File: src/rtl/core/rth_pkg.sv
// Package for the RGB to HSV converter: channel width, pixel and result word types.
// No dependencies; used by rgb_to_hsv_converter.
package rth_pkg;

  localparam int CHANNEL_BITS = 16;
  localparam int THRESH_BITS  = 16;
  localparam logic [THRESH_BITS-1:0] GREY_THRESHOLD_RESET = THRESH_BITS'(6);

  typedef logic [CHANNEL_BITS-1:0] chan_t;
  typedef logic [THRESH_BITS-1:0]  thresh_t;

  typedef struct packed {
    chan_t red;
    chan_t green;
    chan_t blue;
    chan_t alpha_in;
  } rgba_t;

  typedef struct packed {
    chan_t hue;
    chan_t saturation;
    chan_t brightness;
    chan_t alpha_out;
  } hsv_t;

endpackage

File: src/rtl/core/rgb_to_hsv_converter.sv
// RGB(A) to HSV(A) converter, fully pipelined, one pixel word per clock.
// Depends on rth_pkg (types and channel width).
//
//   channel   ports                      direction  notes
//   pixel     start, busy, pixel         in         taken when start & !busy
//   result    done, result               out        one-cycle strobe, no backpressure
//   config    cfg_we, cfg_wdata          in         grey threshold, no read-back
//
// The pipe takes one word per clock.
// Five front stages (capture, max/min, delta, scaling, hue numerator), then two
// restoring dividers of one quotient bit per stage running side by side, then
// the output register. busy is always low: the pipe never stalls.
// Synchronous reset clears the valid bits and sets the grey threshold to 6.
module rgb_to_hsv_converter (
  input  logic            clk,
  input  logic            rst,
  input  logic            start,
  output logic            busy,
  input  rth_pkg::rgba_t  pixel,
  output logic            done,
  output rth_pkg::hsv_t   result,
  input  logic            cfg_we,
  input  rth_pkg::thresh_t cfg_wdata
);
  import rth_pkg::*;

  localparam int N    = CHANNEL_BITS;
  localparam int HW   = N + 3;                // width of 6*delta and the hue numerator
  localparam int CMPW = (N > THRESH_BITS) ? N : THRESH_BITS;
  localparam int LAT  = N + 6;

  typedef enum logic [1:0] {OFS_0, OFS_2, OFS_4, OFS_6} ofs_t;

  typedef struct packed {
    logic  grey;
    chan_t mx;
    chan_t alpha;
  } side_t;

  thresh_t grey_threshold;

  always_ff @(posedge clk) begin
    if (rst) begin
      grey_threshold <= GREY_THRESHOLD_RESET;
    end else if (cfg_we) begin
      grey_threshold <= cfg_wdata;
    end
  end

  assign busy = 1'b0;

  // ---- P1: capture
  logic  p1_v;
  rgba_t p1_px;

  always_ff @(posedge clk) begin
    if (rst) begin
      p1_v <= 1'b0;
    end else begin
      p1_v <= start & ~busy;
    end
    p1_px <= pixel;
  end

  // ---- P2: max, min, sector offset and signed difference
  chan_t             c_mx, c_mn;
  ofs_t              c_ofs;
  logic signed [N:0] c_diff;
  logic signed [N:0] d_gb, d_br, d_rg;

  always_comb begin
    d_gb = $signed({1'b0, p1_px.green}) - $signed({1'b0, p1_px.blue});
    d_br = $signed({1'b0, p1_px.blue})  - $signed({1'b0, p1_px.red});
    d_rg = $signed({1'b0, p1_px.red})   - $signed({1'b0, p1_px.green});
    c_mx = p1_px.red;
    c_mn = p1_px.red;
    if (p1_px.green > c_mx) c_mx = p1_px.green;
    if (p1_px.blue  > c_mx) c_mx = p1_px.blue;
    if (p1_px.green < c_mn) c_mn = p1_px.green;
    if (p1_px.blue  < c_mn) c_mn = p1_px.blue;
    // red wins ties, then green
    if (p1_px.red >= p1_px.green && p1_px.red >= p1_px.blue) begin
      c_ofs  = (p1_px.green >= p1_px.blue) ? OFS_0 : OFS_6;
      c_diff = d_gb;
    end else if (p1_px.green >= p1_px.blue) begin
      c_ofs  = OFS_2;
      c_diff = d_br;
    end else begin
      c_ofs  = OFS_4;
      c_diff = d_rg;
    end
  end

  logic              p2_v;
  chan_t             p2_mx, p2_mn, p2_alpha;
  ofs_t              p2_ofs;
  logic signed [N:0] p2_diff;

  always_ff @(posedge clk) begin
    if (rst) begin
      p2_v <= 1'b0;
    end else begin
      p2_v <= p1_v;
    end
    p2_mx    <= c_mx;
    p2_mn    <= c_mn;
    p2_alpha <= p1_px.alpha_in;
    p2_ofs   <= c_ofs;
    p2_diff  <= c_diff;
  end

  // ---- P3: delta
  logic              p3_v;
  chan_t             p3_mx, p3_delta, p3_alpha;
  ofs_t              p3_ofs;
  logic signed [N:0] p3_diff;

  always_ff @(posedge clk) begin
    if (rst) begin
      p3_v <= 1'b0;
    end else begin
      p3_v <= p2_v;
    end
    p3_mx    <= p2_mx;
    p3_delta <= p2_mx - p2_mn;
    p3_alpha <= p2_alpha;
    p3_ofs   <= p2_ofs;
    p3_diff  <= p2_diff;
  end

  // ---- P4: grey test, 6*delta, offset*delta, delta*(2^N-1)
  logic [HW-1:0]  c_d2, c_d4, c_kd;
  logic [2*N-1:0] c_satx;

  always_comb begin
    c_d2 = {2'b00, p3_delta, 1'b0};
    c_d4 = {1'b0, p3_delta, 2'b00};
    case (p3_ofs)
      OFS_0:   c_kd = '0;
      OFS_2:   c_kd = c_d2;
      OFS_4:   c_kd = c_d4;
      OFS_6:   c_kd = c_d4 + c_d2;
      default: c_kd = '0;
    endcase
    c_satx = {p3_delta, {N{1'b0}}} - {{N{1'b0}}, p3_delta};
  end

  logic              p4_v, p4_grey;
  chan_t             p4_mx, p4_alpha;
  logic [HW-1:0]     p4_den, p4_kd;
  logic [2*N-1:0]    p4_satx;
  logic signed [N:0] p4_diff;

  always_ff @(posedge clk) begin
    if (rst) begin
      p4_v <= 1'b0;
    end else begin
      p4_v <= p3_v;
    end
    p4_grey  <= CMPW'(p3_delta) <= CMPW'(grey_threshold);
    p4_mx    <= p3_mx;
    p4_alpha <= p3_alpha;
    p4_den   <= c_d4 + c_d2;
    p4_kd    <= c_kd;
    p4_satx  <= c_satx;
    p4_diff  <= p3_diff;
  end

  // ---- P5: hue numerator, in [0, 6*delta) for non-grey words
  logic signed [HW:0] c_hsum;

  assign c_hsum = $signed({1'b0, p4_kd}) + $signed({{3{p4_diff[N]}}, p4_diff});

  logic          dv    [0:N];
  side_t         dside [0:N];
  chan_t         s_rem [0:N];
  chan_t         s_lq  [0:N];
  chan_t         s_den [0:N];
  logic [HW-1:0] h_rem [0:N];
  chan_t         h_q   [0:N];
  logic [HW-1:0] h_den [0:N];

  always_ff @(posedge clk) begin
    if (rst) begin
      dv[0] <= 1'b0;
    end else begin
      dv[0] <= p4_v;
    end
    dside[0] <= '{grey: p4_grey, mx: p4_mx, alpha: p4_alpha};
    s_rem[0] <= p4_satx[2*N-1:N];
    s_lq[0]  <= p4_satx[N-1:0];
    s_den[0] <= p4_mx;
    h_rem[0] <= c_hsum[HW-1:0];
    h_q[0]   <= '0;
    h_den[0] <= p4_den;
  end

  // ---- divider stages: one quotient bit of each division per stage
  for (genvar i = 0; i < N; i++) begin : g_div
    logic [N:0]  s_trial, s_sub;
    logic [HW:0] h_trial, h_sub;
    logic        s_ge, h_ge;

    assign s_trial = {s_rem[i], s_lq[i][N-1]};
    assign s_sub   = s_trial - {1'b0, s_den[i]};
    assign s_ge    = s_trial >= {1'b0, s_den[i]};
    assign h_trial = {h_rem[i], 1'b0};
    assign h_sub   = h_trial - {1'b0, h_den[i]};
    assign h_ge    = h_trial >= {1'b0, h_den[i]};

    always_ff @(posedge clk) begin
      if (rst) begin
        dv[i+1] <= 1'b0;
      end else begin
        dv[i+1] <= dv[i];
      end
      dside[i+1] <= dside[i];
      s_rem[i+1] <= s_ge ? s_sub[N-1:0] : s_trial[N-1:0];
      s_lq[i+1]  <= {s_lq[i][N-2:0], s_ge};
      s_den[i+1] <= s_den[i];
      h_rem[i+1] <= h_ge ? h_sub[HW-1:0] : h_trial[HW-1:0];
      h_q[i+1]   <= {h_q[i][N-2:0], h_ge};
      h_den[i+1] <= h_den[i];
    end
  end

  // ---- output register
  always_ff @(posedge clk) begin
    if (rst) begin
      done <= 1'b0;
    end else begin
      done <= dv[N];
    end
    result.hue        <= dside[N].grey ? '0 : h_q[N];
    result.saturation <= dside[N].grey ? '0 : s_lq[N];
    result.brightness <= dside[N].mx;
    result.alpha_out  <= dside[N].alpha;
  end

  // ---- checks
  a_latency: assert property (@(posedge clk) disable iff (rst)
    done |-> $past(start, LAT))
    else $error("result word without a matching accepted pixel");

  a_alpha: assert property (@(posedge clk) disable iff (rst)
    done |-> result.alpha_out == $past(pixel.alpha_in, LAT))
    else $error("alpha not carried through the pipe");

  // zero saturation only happens on grey words, which also zero the hue
  a_grey: assert property (@(posedge clk) disable iff (rst)
    (done && result.saturation == '0) |-> result.hue == '0)
    else $error("zero saturation with nonzero hue");

  a_black: assert property (@(posedge clk) disable iff (rst)
    (done && result.brightness == '0) |-> result.saturation == '0)
    else $error("black pixel with nonzero saturation");

endmodule
File: config.mk
export PLATFORM = sky130hd
export DESIGN_NAME = rgb_to_hsv_converter
export DESIGN_NICKNAME = d
export VERILOG_FILES = /design/src/rtl/core/rth_pkg.sv /design/src/rtl/core/rgb_to_hsv_converter.sv
export SDC_FILE = /design/constraint.sdc
export NUM_CORES = 2
export LEC_CHECK = 0
export BUFFER_PORTS_ARGS = -buffer_cell sky130_fd_sc_hd__buf_2
export CORE_UTILIZATION = 35
export DETAILED_ROUTE_END_ITERATION = 8
export GPL_TIMING_DRIVEN = 0
export PLACE_DENSITY = 0.51
export SLEW_MARGIN = 20
export SYNTH_ARGS = -nofsm -noshare
export SYNTH_HDL_FRONTEND = slang
export SYNTH_SLANG_ARGS = --single-unit
File: constraint.sdc
create_clock -name clk -period 4.55 [get_ports clk]
set_input_delay 0.455 -clock clk [delete_from_list [all_inputs] [get_ports clk]]
set_output_delay 0.455 -clock clk [all_outputs]
set_load 0.05 [all_outputs]
==> impl_metrics.json <==
{
  "run_status": "finished, final reports clean",
  "critical_path.reg2reg.endpoint": "p2_mn[7]",
  "floorplan.rows": 178,
  "area_share_of_and_or_nand_nor_cells_after_synthesis_pct": 9.46,
  "final.period_utilization_pct": 96.6,
  "maxClockFrequency_mhz": 228,
  "hold_ws_ns": 0.114,
  "cts_max_path_buffers": 3,
  "min_path_cells": 2,
  "die_height_um": 490,
  "synth_xor_xnor_area_share_pct": 4.47,
  "gpl.final_weighted_congestion": 0.896,
  "synth_top_family_by_area": "adder cells",
  "antenna_violations_before_repair": 3,
  "area_of_the_die_um2": 240000,
  "post_synth_fa_ha_maj_area_fraction_pct": 11.4,
  "cts.reportedPaths.clkPinSlew_ns": 0.06,
  "detailedRoute.firstPassIterationCount": 5,
  "avgViaCountPerCell": 4.71,
  "final.setup_skew_ns": 0.0800,
  "top_cells_by_area_in_the_synthesized_netlist": "dfxtp_1, ha_1, mux2_2",
  "drtIter0Drc": 2158,
  "die_w_um": 490,
  "holdPathEnd": "p1_v",
  "final_period_minus_worst_setup_slack_ns": 4.39,
  "first_pass_grt_wire_length_um": 289000,
  "hold_viol": 0,
  "nets": 9090,
  "remaining_drc_errors": 0,
  "cts.sinks": 2187,
  "r2r_start": "p1_px[49]",
  "grt_start_max_net_pins": 21,
  "netlist-cell-type-count": 85,
  "core_region_area_um2": 236000,
  "r2r.worst_path.cells": 18,
  "setup_viol": 0,
  "flow.area_growth_from_synthesis_pct": 16.9,
  "timing.critical_path.to_type": "register",
  "synth_sequential_area_ratio_pct": 52.4,
  "synth_edf_count": 0,
  "root_buffer": "clkbuf_16",
  "initial_standard_cell_utilization_of_the_core_pct": 35.4,
  "total_area_of_multi_input_combinational_cells_um2": 36400,
  "synth_area_um2": 83500,
  "synth_async_sr_flop_share_pct": 0,
  "ant_nets": 0,
  "hpwlAfterDp_um": 140000,
  "hold_path_class": "in2reg",
  "final-max-slew-violation-count": 0,
  "slew-limit-headroom_pct": 19.0,
  "path_type_of_the_worst_setup_path": "reg2reg",
  "portBuffers": 146,
  "routed_wl_um": 181000,
  "rrSetupSlack_ns": 0.16,
  "cts_inserted_buffers": 231,
  "layout-drive-gt1-share_pct": 12.9,
  "overall_global_routing_resource_usage_pct": 14.8,
  "h-tree-depth": 4,
  "wl_per_cell_um": 15.6,
  "worst-endpoint-arrival_ns": 5.11,
  "synth_compound_area_share_pct": 11.3,
  "synth_top_area_cell": "dfxtp_1",
  "synthesis.area_per_instance_um2": 10.7,
  "critical_path_launch_point_type": "register",
  "synth-main-ff-cell": "dfxtp_1",
  "io_pins": 150,
  "top_cell_type_s_share_of_synthesized_area_pct": 52.4,
  "muxShareOfSynthArea_pct": 6.68,
  "area_taken_by_flip_flops_and_latches_um2": 43800,
  "worst_hold_startpoint": "rst",
  "ys.warnings.count": 0,
  "synth_fp_nets": 8617,
  "cts_tree": "yes",
  "synth_seq_cells": 2187,
  "postSynthCellCount": 7794,
  "worst_skew_pair.late_latency_ns": 0.88,
  "drv.max_cap_violation_count": 0,
  "grt_pass1_vias": 56000,
  "worst_max_slew_pin_slew_ns": 1.20,
  "crit_path_max_fanout": 10,
  "num_vias": 54700,
  "grt_overflow": 0,
  "layout.filler_cells": 22600,
  "timing.critical_path.required_ns": 5.27
}
## logic make-up after synthesis
kind of cell	after synthesis
multiplexers	510
other	1
AO/OA/AOI/OAI	1434
AND/OR/NAND/NOR	1578
flip-flops	2187
adder cells (fa/ha/maj)	739
buffers and inverters	919
XOR/XNOR	426
## synthesized netlist by cell type, types with 10 or more instances
| cell | n |
|---|---|
| o21ai_1 | 13 |
| a21oi_1 | 379 |
| nor2b_1 | 177 |
| nand3_1 | 124 |
| o21ai_0 | 246 |
| ha_1 | 703 |
| o21a_1 | 146 |
| inv_1 | 843 |
| a2111oi_0 | 12 |
| nor2_1 | 406 |
| and3_1 | 51 |
| xor2_1 | 85 |
| o31ai_1 | 60 |
| buf_2 | 29 |
| mux2i_1 | 135 |
| o211ai_1 | 54 |
| nand4_1 | 87 |
| nand2_1 | 289 |
| a211o_1 | 14 |
| a211oi_1 | 64 |
| o311a_1 | 10 |
| nor3_1 | 151 |
| xnor2_1 | 341 |
| a31oi_1 | 49 |
| mux2_2 | 370 |
| or3_1 | 74 |
| a221oi_1 | 13 |
| fa_1 | 36 |
| nand2b_1 | 46 |
| o21bai_1 | 23 |
| a21boi_0 | 39 |
| or2_2 | 55 |
| o31a_1 | 33 |
| and2_1 | 22 |
| a21o_1 | 155 |
| a41o_1 | 13 |
| clkbuf_1 | 39 |
| o41ai_1 | 19 |
| dfxtp_1 | 2187 |
| nor4_1 | 48 |
## metal layers
| layer | vias up | GRT usage [%] | routed length, µm |
|---|---|---|---|
| li1 | 27800 | - | - |
| met1 | 25600 | 17.0 | 78000 |
| met2 | 950 | 26.9 | 89800 |
| met3 | 413 | 2.40 | 6330 |
| met4 | 0 | 6.23 | 6720 |
| met5 | - | 0 | 0 |
## per-stage QoR
| step | cell area, µm² | setup TNS (ns) | instances | setup WS [ns] | utilization, % |
|---|---|---|---|---|---|
| floorplan | 83500 | 0 | 7794 | 0.126 | - |
| CTS | 97400 | 0 | 11600 | 0.0148 | 41.3 |
| finish | 97600 | 0 | 11600 | 0.155 | 41.4 |
| global placement | 88100 | -36.78 | 11100 | -1.32 | 37.3 |
| global route | 97600 | -0.0163 | 11600 | -0.0155 | 41.4 |
| detailed placement | 88200 | -34.90 | 11100 | -1.28 | 37.3 |
## registers in the layout, indices dropped and copies added (netlist names), 17 cells and up
register  flops
s_lq        270
p4_satx      32
p3_diff      17
p2_diff      17
s_den       255
h_rem       289
h_den       259
p1_px        64
dside       306
h_q         136
p4_kd        18
dv           17
p4_diff      17
s_rem       256
result       64
## area by class of cell
type | count | share of cell area [%]
plain buffers | 74 | 0.378
diodes | 2 | 0.00513
flip-flops and latches | 2187 | 44.9
well taps | 3150 | 4.04
clock buffers | 307 | 6.65
repair buffers | 241 | 1.69
clock inverters | 119 | 1.82
inverters | 844 | 3.25
multi-input cells | 4688 | 37.3
## how the worst max path moves through the flow
stage                    from         to  cells past startpoint
global placement    p1_px[37]  p2_mx[12]                     20
floorplan           p1_px[39]   p2_mn[0]                     19
global route        p1_px[39]   p2_mn[7]                     19
finish              p1_px[49]   p2_mn[7]                     18
detailed placement  p1_px[33]  p2_mx[12]                     20
CTS                 p1_px[38]   p2_mn[7]                     20
## cells in the final DEF (no fill, tap or decap), drive strengths merged, types with 22 or more instances in the layout
cell type,synthesis,routed
a211oi,64,64
a21boi,39,39
a21o,155,155
a21oi,382,382
a31oi,50,50
and2,22,22
and3,51,51
buf,36,196
bufinv,0,29
clkbuf,39,345
clkinv,0,70
dfxtp,2187,2187
dlygate4sd3,0,81
fa,36,36
ha,703,703
inv,844,852
mux2,375,375
mux2i,135,135
nand2,289,289
nand2b,46,46
nand3,124,124
nand4,87,87
nor2,411,411
nor2b,177,177
nor3,152,152
nor4,53,53
o211ai,54,54
o21a,146,146
o21ai,261,261
o21bai,23,23
o31a,33,33
o31ai,61,61
o41ai,23,23
or2,55,55
or3,74,74
xnor2,341,341
xor2,85,85
## critical path, cell delays in order (launching register included)
cell and delay (ns):
dfxtp_1 0.49, ha_4 0.26, nor2b_1 0.14, o31a_1 0.36, o21ai_2 0.25, o21bai_4 0.11
a31o_4 0.29, nand2_8 0.13, mux2i_4 0.27, ha_1 0.27, a21o_1 0.16, a21o_1 0.17
a21o_1 0.22, a221oi_4 0.31, o21ai_4 0.16, nor3_4 0.23, a21oi_4 0.11, buf_8 0.17
mux2i_2 0.15
## timing repair
action	in CTS	in global routing
hold endpoints to repair	81	0
gates resized for setup	40	28
hold buffers	81	0
setup endpoints to repair	32	32
buffers inserted	6	8
pin swaps	5	10
Power is left out: the tool's default activity adds up to more than one toggle a clock period on the data nets, which glitch-free logic cannot reach.
